===== src/zero_crossing_frequency_estimator_assert.svh =====
// ----------------------------------------------------------------------------
// Assertion macros for the zero crossing frequency estimator
// Clocked property checks, compiled out when NO_ASSERTIONS is defined.
// ----------------------------------------------------------------------------
`ifndef ZERO_CROSSING_FREQUENCY_ESTIMATOR_ASSERT_SVH
`define ZERO_CROSSING_FREQUENCY_ESTIMATOR_ASSERT_SVH

`ifndef NO_ASSERTIONS

`define ZCFE_ASSERT(label, prop, msg) \
  label: assert property (@(posedge clk) disable iff (rst) prop) else $error(msg);

`define ZCFE_NEVER(label, expr, msg) \
  label: assert property (@(posedge clk) disable iff (rst) !(expr)) else $error(msg);

`else

`define ZCFE_ASSERT(label, prop, msg)

`define ZCFE_NEVER(label, expr, msg)

`endif

`endif


===== src/zcfe_pkg.sv =====
`timescale 1ns / 1ps
// ----------------------------------------------------------------------------
// zcfe_pkg
// Shared types and constants of the zero crossing frequency estimator.
// ----------------------------------------------------------------------------
package zcfe_pkg;

  localparam int BUFFER_DEPTH_DEFAULT = 1024;
  localparam int SAMPLE_BITS_DEFAULT  = 10;

  localparam int MID_BITS       = 10;
  localparam int RATE_BITS      = 16;
  localparam int FREQ_BITS      = 19;
  localparam int CFG_DATA_BITS  = 16;
  localparam int CFG_INDEX_BITS = 2;
  localparam int STEP_BITS      = $clog2(FREQ_BITS);

  localparam logic [MID_BITS-1:0]  MIDPOINT_RESET = MID_BITS'(392);
  localparam logic [RATE_BITS-1:0] RATE_RESET     = RATE_BITS'(40000);

  localparam logic [CFG_INDEX_BITS-1:0] CFG_MIDPOINT = CFG_INDEX_BITS'(0);
  localparam logic [CFG_INDEX_BITS-1:0] CFG_RATE     = CFG_INDEX_BITS'(1);

  typedef enum logic [1:0] {
    ST_IDLE,
    ST_DIVIDE,
    ST_HOLD
  } zcfe_state_t;

  typedef struct packed {
    logic accept;
    logic start;
    logic step;
    logic out_load;
  } zcfe_cmd_t;

  typedef struct packed {
    logic out_free;
  } zcfe_status_t;

endpackage


===== src/zcfe_ctrl.sv =====
`timescale 1ns / 1ps
// ----------------------------------------------------------------------------
// zcfe_ctrl
// Sequencer: takes samples, runs the divider at batch end, hands off result.
// ----------------------------------------------------------------------------
`include "zero_crossing_frequency_estimator_assert.svh"

module zcfe_ctrl (
  input  logic                  clk,
  input  logic                  rst,
  input  logic                  in_valid,
  input  logic                  last_sample,
  output logic                  in_ready,
  input  zcfe_pkg::zcfe_status_t status,
  output zcfe_pkg::zcfe_cmd_t   cmd
);
  import zcfe_pkg::*;

  localparam logic [STEP_BITS-1:0] STEP_LAST = STEP_BITS'(FREQ_BITS - 1);

  zcfe_state_t state, state_next;
  logic [STEP_BITS-1:0] step_cnt, step_cnt_next;
  logic accept;

  assign accept = in_valid && in_ready;

  always_ff @(posedge clk) begin
    if (rst) begin
      state    <= ST_IDLE;
      step_cnt <= '0;
    end else begin
      state    <= state_next;
      step_cnt <= step_cnt_next;
    end
  end

  always_comb begin
    state_next    = state;
    step_cnt_next = step_cnt;
    unique case (state)
      ST_IDLE: begin
        step_cnt_next = '0;
        if (accept && last_sample) state_next = ST_DIVIDE;
      end
      ST_DIVIDE: begin
        if (step_cnt == STEP_LAST) begin
          state_next    = ST_HOLD;
          step_cnt_next = '0;
        end else begin
          step_cnt_next = step_cnt + 1'b1;
        end
      end
      ST_HOLD: begin
        if (status.out_free) state_next = ST_IDLE;
      end
      default: state_next = ST_IDLE;
    endcase
  end

  always_comb begin
    in_ready     = 1'b0;
    cmd          = '0;
    unique case (state)
      ST_IDLE: begin
        in_ready   = 1'b1;
        cmd.accept = in_valid;
        cmd.start  = in_valid && last_sample;
      end
      ST_DIVIDE: cmd.step     = 1'b1;
      ST_HOLD:   cmd.out_load = status.out_free;
      default: ;
    endcase
  end

  `ZCFE_ASSERT(a_last_starts_divide,
    (accept && last_sample) |=> (state == ST_DIVIDE), "last transfer did not start divide")
  `ZCFE_ASSERT(a_divide_length,
    (state == ST_DIVIDE && step_cnt == STEP_LAST) |=> (state == ST_HOLD),
    "divide did not finish after all quotient bits")
  `ZCFE_NEVER(a_step_range, step_cnt > STEP_LAST, "step counter overran")

endmodule


===== src/zcfe_datapath.sv =====
`timescale 1ns / 1ps
// ----------------------------------------------------------------------------
// zcfe_datapath
// Crossing detection, slot bookkeeping, bit-serial divider, output register.
// ----------------------------------------------------------------------------
`include "zero_crossing_frequency_estimator_assert.svh"

module zcfe_datapath #(
  parameter int BUFFER_DEPTH = zcfe_pkg::BUFFER_DEPTH_DEFAULT,
  parameter int SAMPLE_BITS  = zcfe_pkg::SAMPLE_BITS_DEFAULT
) (
  input  logic                                clk,
  input  logic                                rst,
  input  logic                                cfg_valid,
  input  logic [zcfe_pkg::CFG_INDEX_BITS-1:0] cfg_index,
  input  logic [zcfe_pkg::CFG_DATA_BITS-1:0]  cfg_data,
  input  logic [SAMPLE_BITS-1:0]              sample,
  input  logic                                last_sample,
  input  zcfe_pkg::zcfe_cmd_t                 cmd,
  output zcfe_pkg::zcfe_status_t              status,
  output logic                                out_valid,
  input  logic                                out_ready,
  output logic [zcfe_pkg::FREQ_BITS-1:0]      frequency_q4,
  output logic                                estimate_valid
);
  import zcfe_pkg::*;

  localparam int PW = $clog2(BUFFER_DEPTH);
  localparam int MW = (SAMPLE_BITS > MID_BITS) ? SAMPLE_BITS : MID_BITS;
  localparam logic [PW-1:0] POS_MAX = PW'(BUFFER_DEPTH - 1);
  localparam logic [MW-1:0] SAMPLE_MASK = MW'({SAMPLE_BITS{1'b1}});

  logic [MID_BITS-1:0]    midpoint_level;
  logic [RATE_BITS-1:0]   sample_rate_hz;
  logic [SAMPLE_BITS-1:0] previous_sample;
  logic                   have_previous;
  logic [PW-1:0]          sample_position;
  logic [PW-1:0]          crossing_slot_a, crossing_slot_b;
  logic                   next_slot;
  logic [1:0]             crossings_seen;

  logic [PW-1:0]          slot_a_next, slot_b_next, gap;
  logic [1:0]             seen_next;
  logic [MW-1:0]          mid_w;
  logic                   crossing;

  logic [FREQ_BITS-1:0]   quo;
  logic [PW:0]            rem, rem_shift;
  logic [PW-1:0]          divisor;
  logic                   est_ok;

  always_ff @(posedge clk) begin
    if (rst) begin
      midpoint_level <= MIDPOINT_RESET;
      sample_rate_hz <= RATE_RESET;
    end else if (cfg_valid) begin
      case (cfg_index)
        CFG_MIDPOINT: midpoint_level <= cfg_data[MID_BITS-1:0];
        CFG_RATE:     sample_rate_hz <= cfg_data[RATE_BITS-1:0];
        default: ;
      endcase
    end
  end

  assign mid_w    = MW'(midpoint_level) & SAMPLE_MASK;
  assign crossing = have_previous &&
                    ((MW'(previous_sample) >= mid_w) != (MW'(sample) >= mid_w));

  always_comb begin
    slot_a_next = crossing_slot_a;
    slot_b_next = crossing_slot_b;
    seen_next   = crossings_seen;
    if (crossing) begin
      if (!next_slot) slot_a_next = sample_position;
      else            slot_b_next = sample_position;
      if (crossings_seen != 2'd2) seen_next = crossings_seen + 2'd1;
    end
    gap = (slot_a_next > slot_b_next) ? slot_a_next - slot_b_next
                                      : slot_b_next - slot_a_next;
  end

  always_ff @(posedge clk) begin
    if (rst || (cmd.accept && last_sample)) begin
      previous_sample <= '0;
      have_previous   <= 1'b0;
      sample_position <= '0;
      crossing_slot_a <= '0;
      crossing_slot_b <= '0;
      next_slot       <= 1'b0;
      crossings_seen  <= '0;
    end else if (cmd.accept) begin
      previous_sample <= sample;
      have_previous   <= 1'b1;
      if (sample_position < POS_MAX) sample_position <= sample_position + 1'b1;
      crossing_slot_a <= slot_a_next;
      crossing_slot_b <= slot_b_next;
      next_slot       <= next_slot ^ crossing;
      crossings_seen  <= seen_next;
    end
  end

  // restoring divide, one quotient bit per step
  assign rem_shift = {rem[PW-1:0], quo[FREQ_BITS-1]};

  always_ff @(posedge clk) begin
    if (cmd.start) begin
      quo     <= {sample_rate_hz, 3'b000};
      rem     <= '0;
      divisor <= gap;
      est_ok  <= (seen_next == 2'd2) && (gap != '0);
    end else if (cmd.step) begin
      if (rem_shift >= {1'b0, divisor}) begin
        rem <= rem_shift - {1'b0, divisor};
        quo <= {quo[FREQ_BITS-2:0], 1'b1};
      end else begin
        rem <= rem_shift;
        quo <= {quo[FREQ_BITS-2:0], 1'b0};
      end
    end
  end

  assign status.out_free = !out_valid || out_ready;

  always_ff @(posedge clk) begin
    if (rst) begin
      out_valid <= 1'b0;
    end else if (cmd.out_load) begin
      out_valid <= 1'b1;
    end else if (out_ready) begin
      out_valid <= 1'b0;
    end
  end

  always_ff @(posedge clk) begin
    if (cmd.out_load) begin
      frequency_q4   <= est_ok ? quo : '0;
      estimate_valid <= est_ok;
    end
  end

  `ZCFE_NEVER(a_seen_sat, crossings_seen == 2'd3, "crossing count past saturation")
  `ZCFE_ASSERT(a_rem_bound, (cmd.step && divisor != '0) |=> (rem < {1'b0, divisor}),
    "divider remainder not below divisor")
  `ZCFE_NEVER(a_load_over_full, cmd.out_load && out_valid && !out_ready,
    "result loaded over an untaken result")

endmodule


===== src/zero_crossing_frequency_estimator.sv =====
`timescale 1ns / 1ps
// ----------------------------------------------------------------------------
// zero_crossing_frequency_estimator
// Estimates signal frequency from midpoint crossings in a batch of samples.
// ----------------------------------------------------------------------------
// Samples are taken one per cycle while the block is idle. A sample flagged
// last_sample closes the batch and starts a restoring divider that produces
// one quotient bit per cycle; no sample is taken until the result sits in
// the output register, and the next batch may start as soon as it does,
// even while the result waits to be taken.
// frequency_q4 = floor(sample_rate_hz * 8 / gap), with gap the distance of
// the last two crossing positions; estimate_valid is low with a zero result
// when fewer than two crossings were seen or the gap is zero.
module zero_crossing_frequency_estimator #(
  parameter int BUFFER_DEPTH = zcfe_pkg::BUFFER_DEPTH_DEFAULT,
  parameter int SAMPLE_BITS  = zcfe_pkg::SAMPLE_BITS_DEFAULT
) (
  input  logic                                clk,
  input  logic                                rst,
  input  logic                                cfg_valid,
  output logic                                cfg_ready,
  input  logic [zcfe_pkg::CFG_INDEX_BITS-1:0] cfg_index,
  input  logic [zcfe_pkg::CFG_DATA_BITS-1:0]  cfg_data,
  input  logic                                in_valid,
  output logic                                in_ready,
  input  logic [SAMPLE_BITS-1:0]              sample,
  input  logic                                last_sample,
  output logic                                out_valid,
  input  logic                                out_ready,
  output logic [zcfe_pkg::FREQ_BITS-1:0]      frequency_q4,
  output logic                                estimate_valid
);
  import zcfe_pkg::*;

  zcfe_cmd_t    cmd;
  zcfe_status_t status;

  assign cfg_ready = 1'b1;

  zcfe_ctrl u_ctrl (
    .clk         (clk),
    .rst         (rst),
    .in_valid    (in_valid),
    .last_sample (last_sample),
    .in_ready    (in_ready),
    .status      (status),
    .cmd         (cmd)
  );

  zcfe_datapath #(
    .BUFFER_DEPTH (BUFFER_DEPTH),
    .SAMPLE_BITS  (SAMPLE_BITS)
  ) u_datapath (
    .clk            (clk),
    .rst            (rst),
    .cfg_valid      (cfg_valid && cfg_ready),
    .cfg_index      (cfg_index),
    .cfg_data       (cfg_data),
    .sample         (sample),
    .last_sample    (last_sample),
    .cmd            (cmd),
    .status         (status),
    .out_valid      (out_valid),
    .out_ready      (out_ready),
    .frequency_q4   (frequency_q4),
    .estimate_valid (estimate_valid)
  );

endmodule


===== config.mk =====
export PLATFORM = sky130hd
export DESIGN_NAME = zero_crossing_frequency_estimator
export DESIGN_NICKNAME = d
export VERILOG_FILES = /design/src/zcfe_pkg.sv /design/src/zcfe_ctrl.sv /design/src/zcfe_datapath.sv /design/src/zero_crossing_frequency_estimator.sv
export VERILOG_INCLUDE_DIRS = /design/src /design/src/src
export SDC_FILE = /design/constraint.sdc
export NUM_CORES = 1
export LEC_CHECK = 0
export BUFFER_PORTS_ARGS = -buffer_cell sky130_fd_sc_hd__buf_2
export CORE_ASPECT_RATIO = 2
export CORE_MARGIN = 8
export CORE_UTILIZATION = 40
export DETAILED_ROUTE_END_ITERATION = 8
export SYNTH_ARGS = -nofsm -noshare
export SYNTH_HDL_FRONTEND = slang
export SYNTH_SLANG_ARGS = --single-unit

===== constraint.sdc =====
create_clock -name clk -period 15.5 [get_ports clk]
set_input_delay 3.1 -clock clk [delete_from_list [all_inputs] [get_ports clk]]
set_output_delay 3.1 -clock clk [all_outputs]
set_load 0.05 [all_outputs]

==> results.txt, run 1 <==
All-layer global routing usage -> 14.8%
Setup TNS -> 0 ps
Clock root cell -> clkbuf_16
Switch Pwr -> 233 µW
Share of layout cells above drive strength 1 -> 14.2%
FF+latch count, synth -> 138
Crit Path Category -> input port to flop
Critical path's most frequent cell -> a21o_1
Core footprint -> 0.0191 mm²
First DRT Iteration DRCs -> 302
Final worst path period share -> 55.0%
Drt wl/cell -> 15.2 µm
DR pass1 iterations -> 4
Status -> finished, final reports clean
Post-synthesis xor/xnor area fraction -> 2.46%
Startpoint Class -> input port
Internal power -> 667 µW
Worst-path clk slew -> 60 ps
Setup ws final -> 6970 ps
Multiplexer share of the synthesized area -> 7.23%
GP Congestion -> 0.858
Worst path max stage delay -> 890 ps
Post-synthesis compound-gate area fraction -> 17.0%
Final Hold Viols -> 0
Min Tclk post-route -> 8530 ps
Switching share of power -> 25.9%
Cts hold-fix bufs -> 0
Async S/R FF share, synth -> 0%
RSZ-0062 raised after global routing -> no
Area post-placement -> 0.00812 mm²
Clock skew -> 12.8 ps
Post_cts resized -> 0
Critical-path cell list -> buf_2 -> inv_1 -> ha_1 -> nand2b_1 -> a21o_1 -> a21oi_1 -> o21ai_1 -> a221o_1 -> xnor2_2 -> nand3_4 -> mux2_2 -> ha_1 -> inv_1 -> fa_1 -> a21o_1 -> a221oi_4 -> a21o_1 -> o21ai_2 -> mux4_2 -> nand4b_1 -> a2111oi_0 -> a21oi_1
Total power -> 899 µW
FMAX -> 117 MHz
Post-synth EDFFs -> 47
GR met1 Demand/Resource -> 19.0%
GR peak layer -> met2
Rel. slew slack -> 15.4%
First-pass GRT wire length -> 29.2 mm
Worst path slowest cell -> xnor2_2
Critical Path End Type -> flop
Synth Net Count -> 919
Fin cells -> 1123
Ant. Diodes -> 0
Critical Path RT -> 15640 ps
Ys flop type -> dfxtp_1
Routed WL -> 17.1 mm
Via count -> 5953
Area Growth Syn to Fin -> 12.9%
Crit path DAT -> 8670 ps
# IOs -> 57
FP Rows -> 72
Logic pwr share -> 10.0%
Vias per std cell -> 5.30
Worst Tran Pin Value -> 1260 ps
I/O Buffers -> 55
Main combinational cell family by area after synthesis -> simple AND/OR/NAND/NOR gates
Post-CTS Setup Inserts -> 0
Die ar. -> 0.0243 mm²
Syn Inst Count -> 829
Hold Crit Class -> flop to flop
CTS tree -> yes
Initial Utilization -> 40.4%
DIE HEIGHT -> 212 µm
Clk buf depth -> 2
DRC viols -> 0
Peak supply drop -> 0.0759 mV
Initial antenna violation count -> 0
Endpoints failing setup -> 0
Worst-path maximum fanout -> 25
Yosys warns -> 0
Synth Area per Inst -> 9.31 µm²
Final cell area excluding filler cells -> 0.00872 mm²
Fin. max-slew vios -> 0
ANT nets after route -> 0
Total CTS buffers -> 17
Top cell family by delay on the critical path -> compound AO/OA/AOI/OAI gates
Worst-skew pair later-pin latency -> 420 ps
Pre-CTS WS -> 6530 ps
Max cap viols -> 0
Dpl cells -> 1091
P_leak -> 0.00352 µW
Mapped Area -> 0.00772 mm²
Post-Synth Simple-Gate Area -> 17.2%
Cell variety after synth -> 75
Largest net degree at the start of global routing -> 45
Flop pwr share -> 44.1%
Layout Nets -> 941
Cell Pwr Density -> 103 mW/mm²
Total gr overflow -> 0
Clk pwr share -> 46.0%
DP Wirelength -> 12.4 mm
Die X -> 114 µm
Grt met3 use -> 2.87%
H-tree Lvls -> 4
Met2 Resource Use GR -> 24.3%
Vias in the first global route -> 5955
Synth Area in Adders -> 9.37%
CP bufs+invs -> 3
TritonCTS Sinks -> 138
Post-synthesis sequential area ratio -> 41.9%
-- cell families after synthesis --
logic type,after synthesis
AO/OA/AOI/OAI,207
XOR/XNOR,20
adder cells (fa/ha/maj),56
buffers and inverters,94
flip-flops,138
multiplexers,52
other,1
AND/OR/NAND/NOR,261
-- registers in the layout (all words and copies together), names as in the netlist, 2 cells and up --
| signal | count |
|---|---|
| u_datapath.frequency_q4 | 19 |
| u_datapath.quo | 19 |
| u_datapath.sample_rate_hz | 16 |
| u_datapath.crossing_slot_a | 10 |
| u_datapath.crossing_slot_b | 10 |
| u_datapath.divisor | 10 |
| u_datapath.mid_w | 10 |
| u_datapath.previous_sample | 10 |
| u_datapath.rem | 10 |
| u_datapath.sample_position | 10 |
| u_ctrl.step_cnt | 5 |
| u_ctrl.state | 2 |
| u_datapath.crossings_seen | 2 |
-- final cells by class --
| cell class | count | area [µm²] |
|---|---|---|
| Fill cell | 1916 | 10400 |
| Clock inverter | 14 | 173 |
| Sequential cell | 138 | 3230 |
| Clock buffer | 18 | 429 |
| Inverter | 40 | 150 |
| Multi-Input combinational cell | 597 | 4120 |
| Timing Repair Buffer | 57 | 290 |
| Tap cell | 259 | 324 |
-- metal layers --
| layer | wire length, µm | up-vias |
|---|---|---|
| li1 | - | 3006 |
| met1 | 8220 | 2833 |
| met2 | 8120 | 93 |
| met3 | 506 | 21 |
| met4 | 263 | 0 |
| met5 | 0 | - |
-- power groups by stage --
| stage | Combinational, µW | Clock, µW | Sequential [µW] |
|---|---|---|---|
| 5_1_grt | 102 | 436 | 398 |
| 3_3_place_gp | 88.9 | 0 | 404 |
| 4_1_cts | 90.8 | 421 | 396 |
| 3_5_place_dp | 90.5 | 0 | 404 |
| 2_1_floorplan | 71.2 | 0 | 400 |
| 6_report | 89.6 | 413 | 396 |
-- final timing paths --
path / start / slack [ps] / cells past startpoint / end
setup / recovery: sample[0] / 6970 / 22 / u_datapath.est_ok
hold / removal: u_datapath.sample_rate_hz[13] / 460 / 2 / u_datapath.sample_rate_hz[13]
setup reg to reg: u_datapath.mid_w[0] / 9440 / 20 / u_datapath.est_ok
hold reg to reg: u_datapath.sample_rate_hz[13] / 460 / 2 / u_datapath.sample_rate_hz[13]
-- through the flow --
step	util, %	hold slack, ps
floorplan	-	436
global placement	42.5	445
detailed placement	42.5	451
CTS	45.6	459
global route	45.6	472
finish	45.6	457
-- synthesized netlist by cell type, drive strengths merged, types with 9 or more instances --
cell type  number  share of area [%]
nand2          87                4.2
o21ai          49                3.4
nand3          39                2.7
clkbuf         44                2.2
mux2           20                2.9
nor3           12               0.92
mux2i          31                4.0
inv            39                1.9
dfxtp          91                 24
xnor2          12                1.5
edfxtp         47                 18
a21o           10               0.97
buf            10               0.75
a22o           17                1.9
nand2b          9               0.73
nor2           32                1.6
nor2b          18                1.5
a21oi          81                5.3
ha             53                8.6
and2           24                1.9
-- worst reg2reg max path, cell delays in order, from the launching register on --
cell and delay (ps):
dfxtp_1 380, ha_1 240, nand2b_1 140, a21o_1 170, a21oi_1 140, o21ai_1 80
a221o_1 420, xnor2_2 890, nand3_4 420, mux2_2 350, ha_1 160, inv_1 50
fa_1 400, a21o_1 220, a221oi_4 340, a21o_1 280, o21ai_2 140, mux4_2 350
nand4b_1 90, a2111oi_0 460, a21oi_1 70
-- cells in the final DEF (no fill, tap or decap), drive strengths merged, types with 8 or more instances in the layout --
cell and n:
a22o 17, clkbuf 18, a21oi 81, ha 53, nor3 12, inv 49
dfxtp 91, nor2b 18, edfxtp 47, nand2b 9, mux2 20, nor2 32
mux2i 31, nand3 39, a21o 10, nand4 8, buf 57, xnor2 12
and3 8, nand2 87, xor2 8, o21ai 49, and2 24
Note: power is estimated with default switching activity, not from simulation.
==> inputs of run 2 (changes only) <==
- clock period: 15.5 -> 8.1 ns (I/O delays scaled with it)
==> results.txt, run 2 (synthesis gave the netlist of run 1 again) <==
DRC viols -> 0 (unchanged)
Critical Path RT -> 8250 ps (was 15640 ps)
RSZ-0062 raised after global routing -> no (unchanged)
Ant. Diodes -> 0 (unchanged)
Hold path startpoint -> u_datapath.sample_rate_hz[14] (was u_datapath.sample_rate_hz[13])
TritonCTS Sinks -> 138 (unchanged)
Clk buf depth -> 2 (unchanged)
Crit path DAT -> 6900 ps (was 8670 ps)
Initial Utilization -> 40.4% (unchanged)
Worst-skew pair later-pin latency -> 420 ps (about the same)
Cell Pwr Density -> 199 mW/mm² (was 103 mW/mm²)
Worst Hold Path EP -> u_datapath.sample_rate_hz[14] (was u_datapath.sample_rate_hz[13])
Via count -> 5951 (was 5953)
DIE HEIGHT -> 212 µm (unchanged)
FP Rows -> 72 (unchanged)
Fin. max-slew vios -> 0 (unchanged)
Clock skew -> 11.2 ps (was 12.8 ps)
Critical-path cell list -> buf_2 -> inv_1 -> ha_1 -> nand2b_1 -> a21o_1 -> a21oi_1 -> o21ai_1 -> a221o_1 -> xor2_2 -> nor3_4 -> mux2_2 -> ha_1 -> a21o_1 -> a221oi_4 -> a21o_1 -> o21ai_2 -> mux4_2 -> nand4b_1 -> a2111oi_0 -> a21oi_1 (was buf_2 -> inv_1 -> ha_1 -> nand2b_1 -> a21o_1 -> a21oi_1 -> o21ai_1 -> a221o_1 -> xnor2_2 -> nand3_4 -> mux2_2 -> ha_1 -> inv_1 -> fa_1 -> a21o_1 -> a221oi_4 -> a21o_1 -> o21ai_2 -> mux4_2 -> nand4b_1 -> a2111oi_0 -> a21oi_1)
Status -> finished, final reports clean (unchanged)
Crit Path Category -> input port to flop (unchanged)
Die ar. -> 0.0243 mm² (unchanged)
R2R cell count -> 18 (was 20)
Startpoint Class -> input port (unchanged)
First-pass GRT wire length -> 28.2 mm (was 29.2 mm)
Die X -> 114 µm (unchanged)
Worst-path clk slew -> 60 ps (about the same)
Min Tclk post-route -> 6750 ps
Reg2reg start -> u_datapath.mid_w[0] (unchanged)
GP Congestion -> 0.856 (was 0.858)
Register-to-register path setup slack -> 2260 ps (was 9440 ps)
Post-CTS Setup Inserts -> 0 (unchanged)
Worst-path maximum fanout -> 25 (unchanged)
H-tree Lvls -> 4 (unchanged)
Most frequent cells in the layout -> 91 x dfxtp_1, 87 x nand2_1, 81 x a21oi_1, 55 x buf_2, 53 x ha_1 (unchanged)
Fill count -> 1907 (was 1916)
Hold Crit Class -> flop to flop (unchanged)
Critical path's most frequent cell -> a21o_1 (unchanged)
Worst path max stage delay -> 830 ps (was 890 ps)
Worst hold path depth -> 2 (unchanged)
Largest net degree at the start of global routing -> 45 (unchanged)
Cts hold-fix bufs -> 0 (unchanged)
Rel. slew slack -> 19.3% (was 15.4%)
Final worst path period share -> 83.4%
Share of layout cells above drive strength 1 -> 14.3% (was 14.2%)
Peak supply drop -> 0.139 mV (was 0.0759 mV)
Max cap viols -> 0 (unchanged)
Drt wl/cell -> 15.0 µm (was 15.2 µm)
Routed WL -> 16.9 mm (was 17.1 mm)
Vias in the first global route -> 5868 (was 5955)
Total CTS buffers -> 17 (unchanged)
P_leak -> 0.00353 µW (was 0.00352 µW)
Core footprint -> 0.0191 mm² (unchanged)
Total gr overflow -> 0 (unchanged)
Post_cts resized -> 0 (unchanged)
Worst hold slack -> 455 ps (was 457 ps)
Area Growth Syn to Fin -> 13.2% (was 12.9%)
Clock root cell -> clkbuf_16 (unchanged)
ANT nets after route -> 0 (unchanged)
Commonest non-fill, non-tap cell in the layout -> dfxtp_1 (unchanged)
Worst path slowest cell -> nor3_4 (was xnor2_2)
All-layer global routing usage -> 14.4% (was 14.8%)
Worst Tran Pin Value -> 1200 ps (was 1260 ps)
Endpoints failing setup -> 0 (unchanged)
First DRT Iteration DRCs -> 305 (was 302)
Biggest regs -> u_datapath.frequency_q4 (19), u_datapath.quo (19), u_datapath.sample_rate_hz (16) (unchanged)
CTS tree -> yes (unchanged)
DR pass1 iterations -> 4 (unchanged)
CP bufs+invs -> 2 (was 3)
Critical Path End Type -> flop (unchanged)
FMAX -> 148 MHz
DP Wirelength -> 12.3 mm (was 12.4 mm)
Top cell family by delay on the critical path -> compound AO/OA/AOI/OAI gates (unchanged)
Vias per std cell -> 5.29 (was 5.30)
Final Hold Viols -> 0 (unchanged)
I/O Buffers -> 55 (unchanged)
Crit Reg-Reg Endpoint -> u_datapath.est_ok (unchanged)
Setup TNS -> 0 ps (unchanged)
# IOs -> 57 (unchanged)
Initial antenna violation count -> 0 (unchanged)
Layout Nets -> 942 (was 941)
[run 2: cell types whose count changed in the layout (fill, tap and decap cells not counted)]
| cell | delta |
|---|---|
| buf_4 | +1 |
| bufinv_16 | +1 |
| clkinv_2 | +1 |
| clkinv_4 | +3 |
| clkinvlp_4 | -1 |
| inv_6 | -2 |
| inv_8 | -2 |
[run 2: area by class of cell]
cell class,instances,area [µm²],share of cell area (%)
multi-input combinational,597,4120,47.1
sequential,138,3230,37.0
clock buffer,18,429,4.91
tap,259,324,3.71
timing repair buffer,58,298,3.41
clock inverter,14,186,2.13
inverter,40,150,1.72
[run 2: how the worst max path moves through the flow]
stage | start | to | slack [ps] | cells after the start
global placement | sample[0] | u_datapath.est_ok | 1020 | 20
floorplan | sample[0] | u_datapath.est_ok | 1840 | 22
CTS | sample[0] | u_datapath.est_ok | 1350 | 20
global route | sample[0] | u_datapath.est_ok | 850 | 20
finish | sample[0] | u_datapath.est_ok | 1350 | 20
detailed placement | sample[0] | u_datapath.est_ok | 920 | 20
[run 2: stage by stage]
| step | cells | cell area, µm² | utilization [%] | power [µW] | setup slack (ps) |
|---|---|---|---|---|---|
| finish | 1124 | 8740 | 45.8 | 1740 | 1350 |
| global placement | 1092 | 8120 | 42.5 | 944 | 1020 |
| global route | 1124 | 8740 | 45.8 | 1800 | 851 |
| CTS | 1124 | 8740 | 45.8 | 1750 | 1350 |
| floorplan | 829 | 7720 | - | 902 | 1840 |
| detailed placement | 1092 | 8120 | 42.5 | 948 | 919 |
[run 2: where the power goes]
group / internal, µW / switching (µW) / leakage [µW] / total [µW]
clock: 493 / 310 / 0.000300 / 803
sequential: 742 / 16.5 / 0.00118 / 758
combinational: 67.5 / 106 / 0.00205 / 174
total: 1300 / 433 / 0.00353 / 1740
[run 2: tightest hold or removal path: stages (launching register included)]
cell and delay, ps:
dfxtp_1 310, nand2_1 50, a21oi_1 50
[run 2: metal layers]
metal  track usage [%]  routed length [µm]  vias up
met1              17.9                7850     2812
met5                 0                   0        -
met2              24.1                8100      119
met4              5.64                 262        0
li1                  -                   -     3002
met3              2.70                 647       18
==> inputs of run 3 (changes only) <==
- clock period: 8.1 -> 6.4 ns (I/O delays scaled with it)
==> results.txt, run 3 (synthesis gave the netlist of run 1 again) <==
Switching share of power -> 26.9% (was 24.9%)
Commonest non-fill, non-tap cell in the layout -> dfxtp_1 (unchanged)
Via count -> 5930 (was 5951)
Rel. slew slack -> 27.4% (was 19.3%)
Vias in the first global route -> 6164 (was 5868)
RSZ-0062 raised after global routing -> no (unchanged)
FMAX -> 168 MHz
Die ar. -> 0.0243 mm² (unchanged)
Die X -> 114 µm (unchanged)
Biggest regs -> u_datapath.frequency_q4 (19), u_datapath.quo (19), u_datapath.sample_rate_hz (16) (unchanged)
Startpoint Class -> input port (unchanged)
Cell Pwr Density -> 246 mW/mm² (was 199 mW/mm²)
Most frequent cells in the layout -> 91 x dfxtp_1, 87 x nand2_1, 81 x a21oi_1, 55 x buf_2, 53 x ha_1 (unchanged)
Worst path slowest cell -> a2111oi_0 (was nor3_4)
Setup TNS -> 0 ps (unchanged)
Crit Path Category -> input port to flop (unchanged)
Worst Tran Pin Value -> 1090 ps (was 1200 ps)
TritonCTS Sinks -> 138 (unchanged)
Worst-path maximum fanout -> 11 (was 25)
Area Growth Syn to Fin -> 13.7% (was 13.2%)
GP Congestion -> 0.904 (was 0.856)
Total power -> 2160 µW (was 1740 µW)
Worst-path clk slew -> 60 ps (about the same)
Peak supply drop -> 0.214 mV (was 0.139 mV)
H-tree Lvls -> 4 (unchanged)
Initial antenna violation count -> 0 (unchanged)
Post_cts resized -> 0 (unchanged)
Routed WL -> 17.2 mm (was 16.9 mm)
Clock root cell -> clkbuf_16 (unchanged)
Critical-path cell list -> buf_2 -> inv_1 -> ha_1 -> nand2b_1 -> a21o_1 -> a21oi_1 -> o21ai_1 -> a221o_1 -> xor2_2 -> nor3_4 -> buf_4 -> mux2_2 -> ha_1 -> a21o_1 -> a221oi_4 -> a211oi_2 -> o21ai_4 -> and3_1 -> o311ai_1 -> a2111oi_0 -> a21oi_1 (was buf_2 -> inv_1 -> ha_1 -> nand2b_1 -> a21o_1 -> a21oi_1 -> o21ai_1 -> a221o_1 -> xor2_2 -> nor3_4 -> mux2_2 -> ha_1 -> a21o_1 -> a221oi_4 -> a21o_1 -> o21ai_2 -> mux4_2 -> nand4b_1 -> a2111oi_0 -> a21oi_1)
Vias per std cell -> 5.23 (was 5.29)
Min Tclk post-route -> 5960 ps
Crit path DAT -> 6100 ps (was 6900 ps)
First DRT Iteration DRCs -> 319 (was 305)
Core footprint -> 0.0191 mm² (unchanged)
Largest net degree at the start of global routing -> 45 (unchanged)
All-layer global routing usage -> 15.0% (was 14.4%)
Fin. max-slew vios -> 0 (unchanged)
Ant. Diodes -> 0 (unchanged)
Clk pwr share -> 45.1% (was 46.3%)
Post-CTS Setup Inserts -> 0 (unchanged)
Initial Utilization -> 40.4% (unchanged)
Final Hold Viols -> 0 (unchanged)
Endpoints failing setup -> 0 (unchanged)
Layout Nets -> 952 (was 942)
Status -> finished, final reports clean (unchanged)
Worst-skew pair later-pin latency -> 420 ps (about the same)
Max cap viols -> 0 (unchanged)
Drt wl/cell -> 15.2 µm (was 15.0 µm)
Total CTS buffers -> 17 (unchanged)
Logic pwr share -> 10.5% (was 10.0%)
Hold Crit Class -> flop to flop (unchanged)
DP Wirelength -> 12.4 mm (was 12.3 mm)
Flop pwr share -> 44.5% (was 43.7%)
Top cell family by delay on the critical path -> compound AO/OA/AOI/OAI gates (unchanged)
# IOs -> 57 (unchanged)
Switch Pwr -> 580 µW (was 433 µW)
CTS tree -> yes (unchanged)
Internal power -> 1580 µW (was 1300 µW)
Critical Path RT -> 6550 ps (was 8250 ps)
Clk buf depth -> 2 (unchanged)
First-pass GRT wire length -> 29.3 mm (was 28.2 mm)
Worst path max stage delay -> 540 ps (was 830 ps)
Cts hold-fix bufs -> 0 (unchanged)
P_leak -> 0.00356 µW (was 0.00353 µW)
Final worst path period share -> 93.1%
DRC viols -> 0 (unchanged)
I/O Buffers -> 55 (unchanged)
CP bufs+invs -> 3 (was 2)
Total gr overflow -> 0 (unchanged)
ANT nets after route -> 0 (unchanged)
Critical Path End Type -> flop (unchanged)
Share of layout cells above drive strength 1 -> 15.4% (was 14.3%)
DIE HEIGHT -> 212 µm (unchanged)
DR pass1 iterations -> 5 (was 4)
FP Rows -> 72 (unchanged)
Clock skew -> 6.76 ps (was 11.2 ps)
[run 3: metal layers]
layer  track usage (%)  vias up  routed length [µm]
li1                  -     3030                   -
met1              17.7     2784                7890
met2              25.8       90                8570
met3              2.50       26                 477
met4              6.61        0                 305
met5                 0        -                   0
[run 3: path summary, 6_finish.rpt]
check / start / end / slack, ps / cells past startpoint
max: sample[0] / u_datapath.est_ok / 440 / 21
min: u_datapath.sample_rate_hz[1] / u_datapath.sample_rate_hz[1] / 450 / 2
max reg2reg: u_datapath.mid_w[0] / u_datapath.est_ok / 1020 / 19
min reg2reg: u_datapath.sample_rate_hz[1] / u_datapath.sample_rate_hz[1] / 450 / 2
[run 3: worst register-to-register path, stage by stage, from the launching register on]
cell and delay (ps):
dfxtp_1 420, ha_1 260, nand2b_1 140, a21o_1 170, a21oi_1 150, o21ai_1 100, a221o_1 430, xor2_2 190
nor3_4 210, buf_4 250, mux2_2 360, ha_1 390, a21o_1 260, a221oi_4 340, a211oi_2 190, o21ai_4 300
and3_1 230, o311ai_1 110, a2111oi_0 540, a21oi_1 90
[run 3: through the flow]
step | util (%) | hold WS [ps] | cells | setup slack, ps | cell area, µm²
floorplan | - | 436 | 829 | 482 | 7720
global placement | 42.9 | 443 | 1102 | 257 | 8200
detailed placement | 42.9 | 447 | 1102 | 20.1 | 8200
CTS | 46.0 | 456 | 1134 | 449 | 8780
finish | 46.0 | 454 | 1134 | 442 | 8780
global route | 46.0 | 475 | 1134 | 108 | 8780
[run 3: power groups by stage]
stage	sequential [µW]	combinational (µW)	clock, µW
3_3_place_gp	978	221	0
3_5_place_dp	979	226	0
2_1_floorplan	969	173	0
4_1_cts	960	228	993
6_report	960	226	972
5_1_grt	964	254	1030
[run 3: cell type report]
cell class	instances	area [µm²]
clock inverter	15	156
multi-input combinational	597	4120
clock buffer	17	425
timing repair buffer	68	373
fill	1932	10300
tap	259	324
inverter	40	150
sequential	138	3230
